## config.mk

```make
export PLATFORM = sky130hd
export DESIGN_NAME = sorted_multiset_table
export DESIGN_NICKNAME = d
export VERILOG_FILES = /design/src/hdl/smt_pkg.sv /design/src/hdl/smt_mem.sv /design/src/hdl/smt_ctrl.sv /design/src/hdl/sorted_multiset_table.sv
export SDC_FILE = /design/constraint.sdc
export NUM_CORES = 2
export LEC_CHECK = 0
export BUFFER_PORTS_ARGS = -buffer_cell sky130_fd_sc_hd__buf_2
export CORE_MARGIN = 8
export CORE_UTILIZATION = 28
export CTS_CLUSTER_DIAMETER = 30
export DETAILED_ROUTE_END_ITERATION = 10
export PLACE_DENSITY = 0.53
export SYNTH_ARGS = -nofsm -noshare
export SYNTH_HDL_FRONTEND = slang
export SYNTH_SLANG_ARGS = --single-unit
```

## constraint.sdc

```tcl
create_clock -name i_clk -period 5.7 [get_ports i_clk]
set_clock_uncertainty 0.05 [all_clocks]
set_input_delay 1.14 -clock i_clk [delete_from_list [all_inputs] [get_ports i_clk]]
set_output_delay 1.14 -clock i_clk [all_outputs]
set_load 0.03 [all_outputs]
```

## src/hdl/smt_pkg.sv

```systemverilog
// ----------------------------------------------------------------------------
// smt_pkg
// shared types and constants for the sorted multiset table
// ----------------------------------------------------------------------------
package smt_pkg;

    localparam int CAPACITY_DEF = 64;
    localparam int VALUE_W      = 32;
    localparam int COUNT_W      = 7;

    localparam logic [COUNT_W-1:0] COUNT_MAX = 7'd127;

    localparam logic [1:0] OP_INSERT = 2'd0;
    localparam logic [1:0] OP_COUNT  = 2'd1;
    localparam logic [1:0] OP_CLEAR  = 2'd2;

    typedef enum logic [1:0] {
        ST_IDLE,
        ST_INS,
        ST_PUT,
        ST_CNT
    } t_state;

endpackage

```

## src/hdl/smt_mem.sv

```systemverilog
// ----------------------------------------------------------------------------
// smt_mem
// entry store: one write port, one read port, registered read data
// ----------------------------------------------------------------------------
module smt_mem #(
    parameter int DEPTH = smt_pkg::CAPACITY_DEF,
    parameter int AW    = $clog2(smt_pkg::CAPACITY_DEF)
) (
    input  logic                        i_clk,
    input  logic                        i_we,
    input  logic [AW-1:0]               i_waddr,
    input  logic [smt_pkg::VALUE_W-1:0] i_wdata,
    input  logic [AW-1:0]               i_raddr,
    output logic [smt_pkg::VALUE_W-1:0] o_rdata
);

    logic [smt_pkg::VALUE_W-1:0] mem [DEPTH];
    logic [smt_pkg::VALUE_W-1:0] r_rdata;

    always_ff @(posedge i_clk) begin
        if (i_we) begin
            mem[i_waddr] <= i_wdata;
        end
        r_rdata <= mem[i_raddr];
    end

    assign o_rdata = r_rdata;

endmodule

```

## src/hdl/smt_ctrl.sv

```systemverilog
// ----------------------------------------------------------------------------
// smt_ctrl
// sequencer: shifts entries up for insert, scans entries for count,
// holds the fill level and the result register
// ----------------------------------------------------------------------------
module smt_ctrl #(
    parameter int CAPACITY = smt_pkg::CAPACITY_DEF,
    parameter int AW       = $clog2(smt_pkg::CAPACITY_DEF),
    parameter int FW       = $clog2(smt_pkg::CAPACITY_DEF + 1)
) (
    input  logic                        i_clk,
    input  logic                        i_rst_n,
    input  logic                        i_valid,
    output logic                        o_ready,
    input  logic [1:0]                  i_op,
    input  logic signed [smt_pkg::VALUE_W-1:0] i_value,
    output logic                        o_valid,
    input  logic                        i_ready,
    output logic                        o_status,
    output logic [smt_pkg::COUNT_W-1:0] o_match_count,
    output logic                        o_is_empty,
    output logic                        o_mem_we,
    output logic [AW-1:0]               o_mem_waddr,
    output logic [smt_pkg::VALUE_W-1:0] o_mem_wdata,
    output logic [AW-1:0]               o_mem_raddr,
    input  logic [smt_pkg::VALUE_W-1:0] i_mem_rdata
);

    smt_pkg::t_state r_state, n_state;
    logic [FW-1:0] r_fill, n_fill;
    logic [FW-1:0] r_pos, n_pos;
    logic [AW-1:0] r_idx, n_idx;
    logic signed [smt_pkg::VALUE_W-1:0] r_val, n_val;
    logic [smt_pkg::COUNT_W-1:0] r_cnt, n_cnt;
    logic r_out_valid, n_out_valid;
    logic r_status, n_status;
    logic [smt_pkg::COUNT_W-1:0] r_count, n_count;
    logic r_empty, n_empty;

    logic                        out_free;
    logic [smt_pkg::COUNT_W-1:0] cnt_next;
    logic signed [smt_pkg::VALUE_W-1:0] rd_val;

    assign out_free = !r_out_valid || i_ready;
    assign rd_val   = $signed(i_mem_rdata);
    assign cnt_next = ((i_mem_rdata == r_val) && (r_cnt != smt_pkg::COUNT_MAX))
                    ? r_cnt + 1'b1 : r_cnt;

    always_ff @(posedge i_clk) begin
        if (!i_rst_n) begin
            r_state     <= smt_pkg::ST_IDLE;
            r_fill      <= '0;
            r_out_valid <= 1'b0;
        end else begin
            r_state     <= n_state;
            r_fill      <= n_fill;
            r_out_valid <= n_out_valid;
        end
        r_pos    <= n_pos;
        r_idx    <= n_idx;
        r_val    <= n_val;
        r_cnt    <= n_cnt;
        r_status <= n_status;
        r_count  <= n_count;
        r_empty  <= n_empty;
    end

    always_comb begin
        n_state     = r_state;
        n_fill      = r_fill;
        n_pos       = r_pos;
        n_idx       = r_idx;
        n_val       = r_val;
        n_cnt       = r_cnt;
        n_out_valid = r_out_valid;
        n_status    = r_status;
        n_count     = r_count;
        n_empty     = r_empty;
        o_ready     = 1'b0;
        o_mem_we    = 1'b0;
        o_mem_waddr = '0;
        o_mem_wdata = r_val;
        o_mem_raddr = '0;

        if (r_out_valid && i_ready) begin
            n_out_valid = 1'b0;
        end

        unique case (r_state)
            smt_pkg::ST_IDLE: begin
                o_ready = out_free;
                if (i_valid && out_free) begin
                    n_val    = i_value;
                    n_status = 1'b0;
                    n_count  = '0;
                    case (i_op)
                        smt_pkg::OP_INSERT: begin
                            if (r_fill == FW'(CAPACITY)) begin
                                n_out_valid = 1'b1;
                                n_status    = 1'b1;
                                n_empty     = 1'b0;
                            end else if (r_fill == '0) begin
                                o_mem_we    = 1'b1;
                                o_mem_wdata = i_value;
                                n_fill      = FW'(1);
                                n_out_valid = 1'b1;
                                n_empty     = 1'b0;
                            end else begin
                                n_pos       = r_fill;
                                o_mem_raddr = AW'(r_fill - 1'b1);
                                n_state     = smt_pkg::ST_INS;
                            end
                        end
                        smt_pkg::OP_COUNT: begin
                            if (r_fill == '0) begin
                                n_out_valid = 1'b1;
                                n_empty     = 1'b1;
                            end else begin
                                n_idx   = '0;
                                n_cnt   = '0;
                                n_state = smt_pkg::ST_CNT;
                            end
                        end
                        smt_pkg::OP_CLEAR: begin
                            n_fill      = '0;
                            n_out_valid = 1'b1;
                            n_empty     = 1'b1;
                        end
                        default: begin
                            n_out_valid = 1'b1;
                            n_empty     = (r_fill == '0);
                        end
                    endcase
                end
            end
            smt_pkg::ST_INS: begin
                // read data is the entry just below the hole at r_pos
                o_mem_we    = 1'b1;
                o_mem_waddr = AW'(r_pos);
                if (rd_val > r_val) begin
                    o_mem_wdata = i_mem_rdata;
                    n_pos       = r_pos - 1'b1;
                    if (r_pos == FW'(1)) begin
                        n_state = smt_pkg::ST_PUT;
                    end else begin
                        o_mem_raddr = AW'(r_pos - FW'(2));
                    end
                end else begin
                    n_fill      = r_fill + 1'b1;
                    n_out_valid = 1'b1;
                    n_empty     = 1'b0;
                    n_state     = smt_pkg::ST_IDLE;
                end
            end
            smt_pkg::ST_PUT: begin
                o_mem_we    = 1'b1;
                n_fill      = r_fill + 1'b1;
                n_out_valid = 1'b1;
                n_empty     = 1'b0;
                n_state     = smt_pkg::ST_IDLE;
            end
            smt_pkg::ST_CNT: begin
                if (FW'(r_idx) == r_fill - 1'b1) begin
                    n_count     = cnt_next;
                    n_out_valid = 1'b1;
                    n_empty     = 1'b0;
                    n_state     = smt_pkg::ST_IDLE;
                end else begin
                    n_cnt       = cnt_next;
                    n_idx       = r_idx + 1'b1;
                    o_mem_raddr = r_idx + 1'b1;
                end
            end
            default: begin
                n_state = smt_pkg::ST_IDLE;
            end
        endcase
    end

    assign o_valid       = r_out_valid;
    assign o_status      = r_status;
    assign o_match_count = r_count;
    assign o_is_empty    = r_empty;

endmodule

```

## src/hdl/sorted_multiset_table.sv

```systemverilog
// insert: answered straight from idle into an empty or full store, else larger entries shift up first
// count: answered straight from idle on an empty store, else a scan, one entry read a cycle
// clear and the unused code: answered straight from idle; the memory's single read port sets the scan rate
// a new word is taken once the sequencer is idle and the result register is free
// reset clears the fill level and control; entries are not cleared, no clearing pass
// ----------------------------------------------------------------------------
// sorted_multiset_table
// bounded ascending store of signed values with insert, count and clear
// ----------------------------------------------------------------------------
module sorted_multiset_table #(
    parameter int CAPACITY = smt_pkg::CAPACITY_DEF
) (
    input  logic                               i_clk,
    input  logic                               i_rst_n,
    input  logic                               i_valid,
    output logic                               o_ready,
    input  logic [1:0]                         i_op,
    input  logic signed [smt_pkg::VALUE_W-1:0] i_value,
    output logic                               o_valid,
    input  logic                               i_ready,
    output logic                               o_status,
    output logic [smt_pkg::COUNT_W-1:0]        o_match_count,
    output logic                               o_is_empty
);

    localparam int AW = $clog2(CAPACITY);
    localparam int FW = $clog2(CAPACITY + 1);

    logic                        mem_we;
    logic [AW-1:0]               mem_waddr;
    logic [smt_pkg::VALUE_W-1:0] mem_wdata;
    logic [AW-1:0]               mem_raddr;
    logic [smt_pkg::VALUE_W-1:0] mem_rdata;

    smt_ctrl #(
        .CAPACITY (CAPACITY),
        .AW       (AW),
        .FW       (FW)
    ) u_ctrl (
        .i_clk         (i_clk),
        .i_rst_n       (i_rst_n),
        .i_valid       (i_valid),
        .o_ready       (o_ready),
        .i_op          (i_op),
        .i_value       (i_value),
        .o_valid       (o_valid),
        .i_ready       (i_ready),
        .o_status      (o_status),
        .o_match_count (o_match_count),
        .o_is_empty    (o_is_empty),
        .o_mem_we      (mem_we),
        .o_mem_waddr   (mem_waddr),
        .o_mem_wdata   (mem_wdata),
        .o_mem_raddr   (mem_raddr),
        .i_mem_rdata   (mem_rdata)
    );

    smt_mem #(
        .DEPTH (CAPACITY),
        .AW    (AW)
    ) u_mem (
        .i_clk   (i_clk),
        .i_we    (mem_we),
        .i_waddr (mem_waddr),
        .i_wdata (mem_wdata),
        .i_raddr (mem_raddr),
        .o_rdata (mem_rdata)
    );

endmodule

```

==> impl_summary.log <==
INFO  metric clock_insertion_delay_worst_skew = slightly below 1000 ps
INFO  metric mappedNetlistArea = between 0.08 and 0.09 sq mm
INFO  metric vdd_ir_max = approximately 0.38 mV
INFO  metric grt_first_pass_wirelength = between 400000 and 500000 um
INFO  metric fin_nets = around 6.7k
INFO  metric clk_transition_reported_paths = 50 ps
INFO  metric wl = 308000 um
INFO  metric use_met3 = 0.0385
INFO  metric ff2ff_setup_slack = between 70 and 80 ps
INFO  metric r2r_cells = 13
INFO  metric die_w = between 500 and 600 um
INFO  metric core.rowCount = between 200 and 250
INFO  metric area_occupied_by_multi_input_gates = 0.0220 sq mm
INFO  metric met2_demand_to_capacity_share_in_global_routing = 0.277
INFO  metric critPathCaptureType = flip-flop
INFO  metric worstPathMaxFanout = 31
INFO  metric grt.total_usage = 0.179
INFO  metric terminus_of_the_critical_flop_to_flop_path = u_mem.o_rdata[25]
INFO  metric worstPathArrival = between 6000 and 7000 ps
INFO  metric final_hold_viol_count = 0
INFO  metric floorplan.die_area = about 0.33 sq mm
INFO  metric detailedRoute.firstIterationViolations = between 7k and 8k
INFO  metric overflow = 0
INFO  metric ios = 49
INFO  metric dp.final_hpwl = 184000 um
INFO  metric route.vias.total = just under 60k
INFO  metric synthesis.yosys.warnings = 0
INFO  metric numPortBuffers = 48
INFO  metric ws_path_type = reg2reg
INFO  metric synthesis.instances = roughly 6k
INFO  metric post_synth.cell_area_avg = between 10 and 15 sq um
INFO  metric firstDrtPassIters = 8
INFO  metric drive_gt1_frac = 0.207
INFO  metric synth_edf_count = 2109
INFO  metric final_period_minus_worst_setup_slack = about 5600 ps
INFO  metric synth_async_sr_flop_share = 0
INFO  metric timing.rr.start = u_ctrl.r_fill[2]
INFO  metric antenna_found_initial = 24
INFO  metric synth_largest_area_cell = sky130_fd_sc_hd__edfxtp_1
INFO  metric die_y = 575 um
INFO  metric holdCritStartpoint = i_value[28]
INFO  metric critPathRequiredTime = between 6000 and 7000 ps
INFO  metric synth_top_flop_cell = sky130_fd_sc_hd__edfxtp_1
INFO  metric synth_seq_area_share = 0.733
INFO  metric clk_path_buf_depth = 4
INFO  metric synthesized_flop_and_latch_total = roughly 2.2k
INFO  metric setup-violations-final = 0
INFO  metric worst_setup_path_start_kind = flip-flop
INFO  metric max_clock_freq = ~0.18 GHz
INFO  metric clock_sink_count = 2151
INFO  metric n_fill_cell = 29.6k
INFO  metric cts_max_level = 5
INFO  metric powerDensity = about 590 mW/mm^2
INFO  metric crit_start = u_ctrl.r_fill[2]
INFO  metric clock_tree_from_tritoncts = yes
INFO  metric power.total = between 60 and 70 mW
INFO  metric cpMostUsedCell = sky130_fd_sc_hd__nor4_2
INFO  metric clk_root_buffer_cell = sky130_fd_sc_hd__clkbuf_16
INFO  metric p_leak = just under 40 nW
INFO  metric layout.area.seq = around 0.064 sq mm
INFO  metric worst_hold_path.endpoint = u_ctrl.r_val[28]
INFO  metric cts_hold_buffers = 0
INFO  metric tightestPinTransition = roughly 1400 ps
INFO  metric synth_cell_type_count = 76
INFO  metric synth_top_cell_area_share = 0.723
INFO  metric gp_congestion = 0.896
INFO  metric maxSlewViolCount = 0
INFO  metric grt_pass1_vias = ~57k
INFO  metric core-area = ~0.31 sq mm
INFO  metric grt_busiest_layer = met2
INFO  metric mostFrequentLayoutCells = 2109 x sky130_fd_sc_hd__edfxtp_1, 617 x sky130_fd_sc_hd__nand2_1, 465 x sky130_fd_sc_hd__clkbuf_16, 385 x sky130_fd_sc_hd__a21oi_1, 370 x sky130_fd_sc_hd__buf_4
INFO  metric detail_routed_net_length_per_standard_cell = 27.6 um
INFO  metric grt_max_degree = about 120
INFO  metric finish.instance_area = between 0.1 and 0.15 sq mm
INFO  metric slew_headroom = 0.0886
INFO  metric slowest_delay = about 570 ps
INFO  metric setup_total_negative_slack = 0 ps
INFO  metric outcome = completed
INFO  metric route.detailed.vias_per_inst = between 5 and 6
INFO  metric detail-route-antenna-nets = 0
INFO  metric post_dp_cell_area = between 0.09 and 0.1 sq mm
INFO  metric timing.hold.worst_path_depth = 1
INFO  metric crit_chain = or3_4, or3b_1, xnor2_2, o31a_1, o21ai_0, o21a_4, buf_12, nor4_2, buf_4, a32oi_1, o31ai_1, nor4_2, nor4bb_1
INFO  metric rsz0062_at_grt = false
INFO  metric synthTopCellsByArea = sky130_fd_sc_hd__edfxtp_1 72%, sky130_fd_sc_hd__mux2i_1 3.0%, sky130_fd_sc_hd__nand2_1 2.7%
INFO  metric drc_errors = 0
INFO  metric groute.layer.met1.usage = 0.243
INFO  metric floorplan.initialDensity = 0.281
INFO  metric layout.cells.most_common = sky130_fd_sc_hd__edfxtp_1
INFO  metric post_cts.repair.setup_buffers = 0
INFO  metric slowest_stage = sky130_fd_sc_hd__or3b_1
INFO  metric postSynthNetCount = 6211
INFO  metric timing.hold.worst.class = in2reg
INFO  metric cts_buffers = roughly 460
INFO  metric max-cap-violations = 0
INFO  metric layout_worst_path_cycle_share = 0.988
INFO  metric areaGrowthSynthToFinish = 27.0%
sequential cells by signal, indices dropped and copies added (netlist names):
name	flops
u_ctrl.o_is_empty	1
u_ctrl.o_match_count	7
u_ctrl.o_status	1
u_ctrl.o_valid	1
u_ctrl.r_cnt	7
u_ctrl.r_fill	7
u_ctrl.r_idx	6
u_ctrl.r_pos	7
u_ctrl.r_state	2
u_ctrl.r_val	32
u_mem.mem	2048
u_mem.o_rdata	32
critical path, delay by kind of cell (launching register included):
family	cells	cell delay, ps
compound gates	5	2310
xor+xnor	1	240
flops	1	420
simple gates	5	1930
buf+inv	2	580
power breakdown:
part / internal [mW] / leakage [nW] / switching (mW)
Combinational: 4.18 / 11.8 / 13.2
Sequential: 21.8 / 19.4 / 0.334
Clock: 17.6 / 7.40 / 8.40
Total: 43.6 / 38.6 / 21.9
cells in the mapped netlist (all sizes together) (4+ instances only):
cell	number
mux2	95
nor3	271
buf	141
ha	50
o221ai	63
nand2	619
o22ai	98
clkbuf	307
mux2i	262
and3	37
a22oi	32
nor3b	4
or2	5
o21ai	182
a21o	5
o32ai	33
a32oi	64
xnor2	14
a211oi	156
nor4bb	32
o211ai	66
nand2b	5
nor2	337
a31oi	69
and4	31
nor2b	6
inv	85
nor4	70
xor2	14
dfxtp	42
and2	4
or3	73
a222oi	32
nand3	199
o31ai	36
nand4	18
edfxtp	2109
a221oi	4
a221o	32
a21oi	391
layer usage:
metal,vias to the layer above,wire [um]
li1,25100,-
met1,30400,126000
met2,3311,139000
met3,573,29700
met4,6,12600
met5,-,46
what timing repair did:
action                                  in CTS  in global routing
cloned                                       0                  0
gates resized for setup                     18                  7
endpoints found under the setup margin      11                  7
pin swaps                                    0                  1
worst max path at each step:
| stage | end | slack, ps |
|---|---|---|
| after global routing | u_mem.o_rdata[10] | 20 |
| after CTS | u_mem.o_rdata[10] | 120 |
| after detailed placement | u_mem.o_rdata[10] | -530 |
| after global placement | u_mem.o_rdata[19] | -770 |
| final | u_mem.o_rdata[25] | 70 |
| after floorplan | u_mem.mem[7][0] | 920 |
per-stage QoR:
stage | setup slack [ps] | util | hold slack, ps | std cells
6_report | 70.9 | 0.357 | 335 | 11100
5_1_grt | 22.1 | 0.357 | 319 | 11100
4_1_cts | 121 | 0.357 | 278 | 11100
3_5_place_dp | -531 | 0.308 | 436 | 10300
3_3_place_gp | -772 | 0.307 | 417 | 10300
2_1_floorplan | 922 | - | 464 | 6123
kinds of logic after synthesis:
family | count (synthesis) | share of synthesized area
buffers and inverters | 533 | 0.0270
multiplexers | 357 | 0.0422
adder cells (fa/ha/maj) | 50 | 0.00714
AO/OA/AOI/OAI | 1284 | 0.0961
AND/OR/NAND/NOR | 1718 | 0.0917
XOR/XNOR | 30 | 0.00341
flip-flops | 2151 | 0.733
final cells by class:
cell class,instances,area share
flip-flops and latches,2151,0.577
well taps,4140,0.0466
inverters,85,0.00287
repair buffers,484,0.0389
diodes,13,0.000292
clock inverters,313,0.0300
multi-input cells,3439,0.198
clock buffers,522,0.107
No activity file was read; power rests on OpenSTA's default activity.
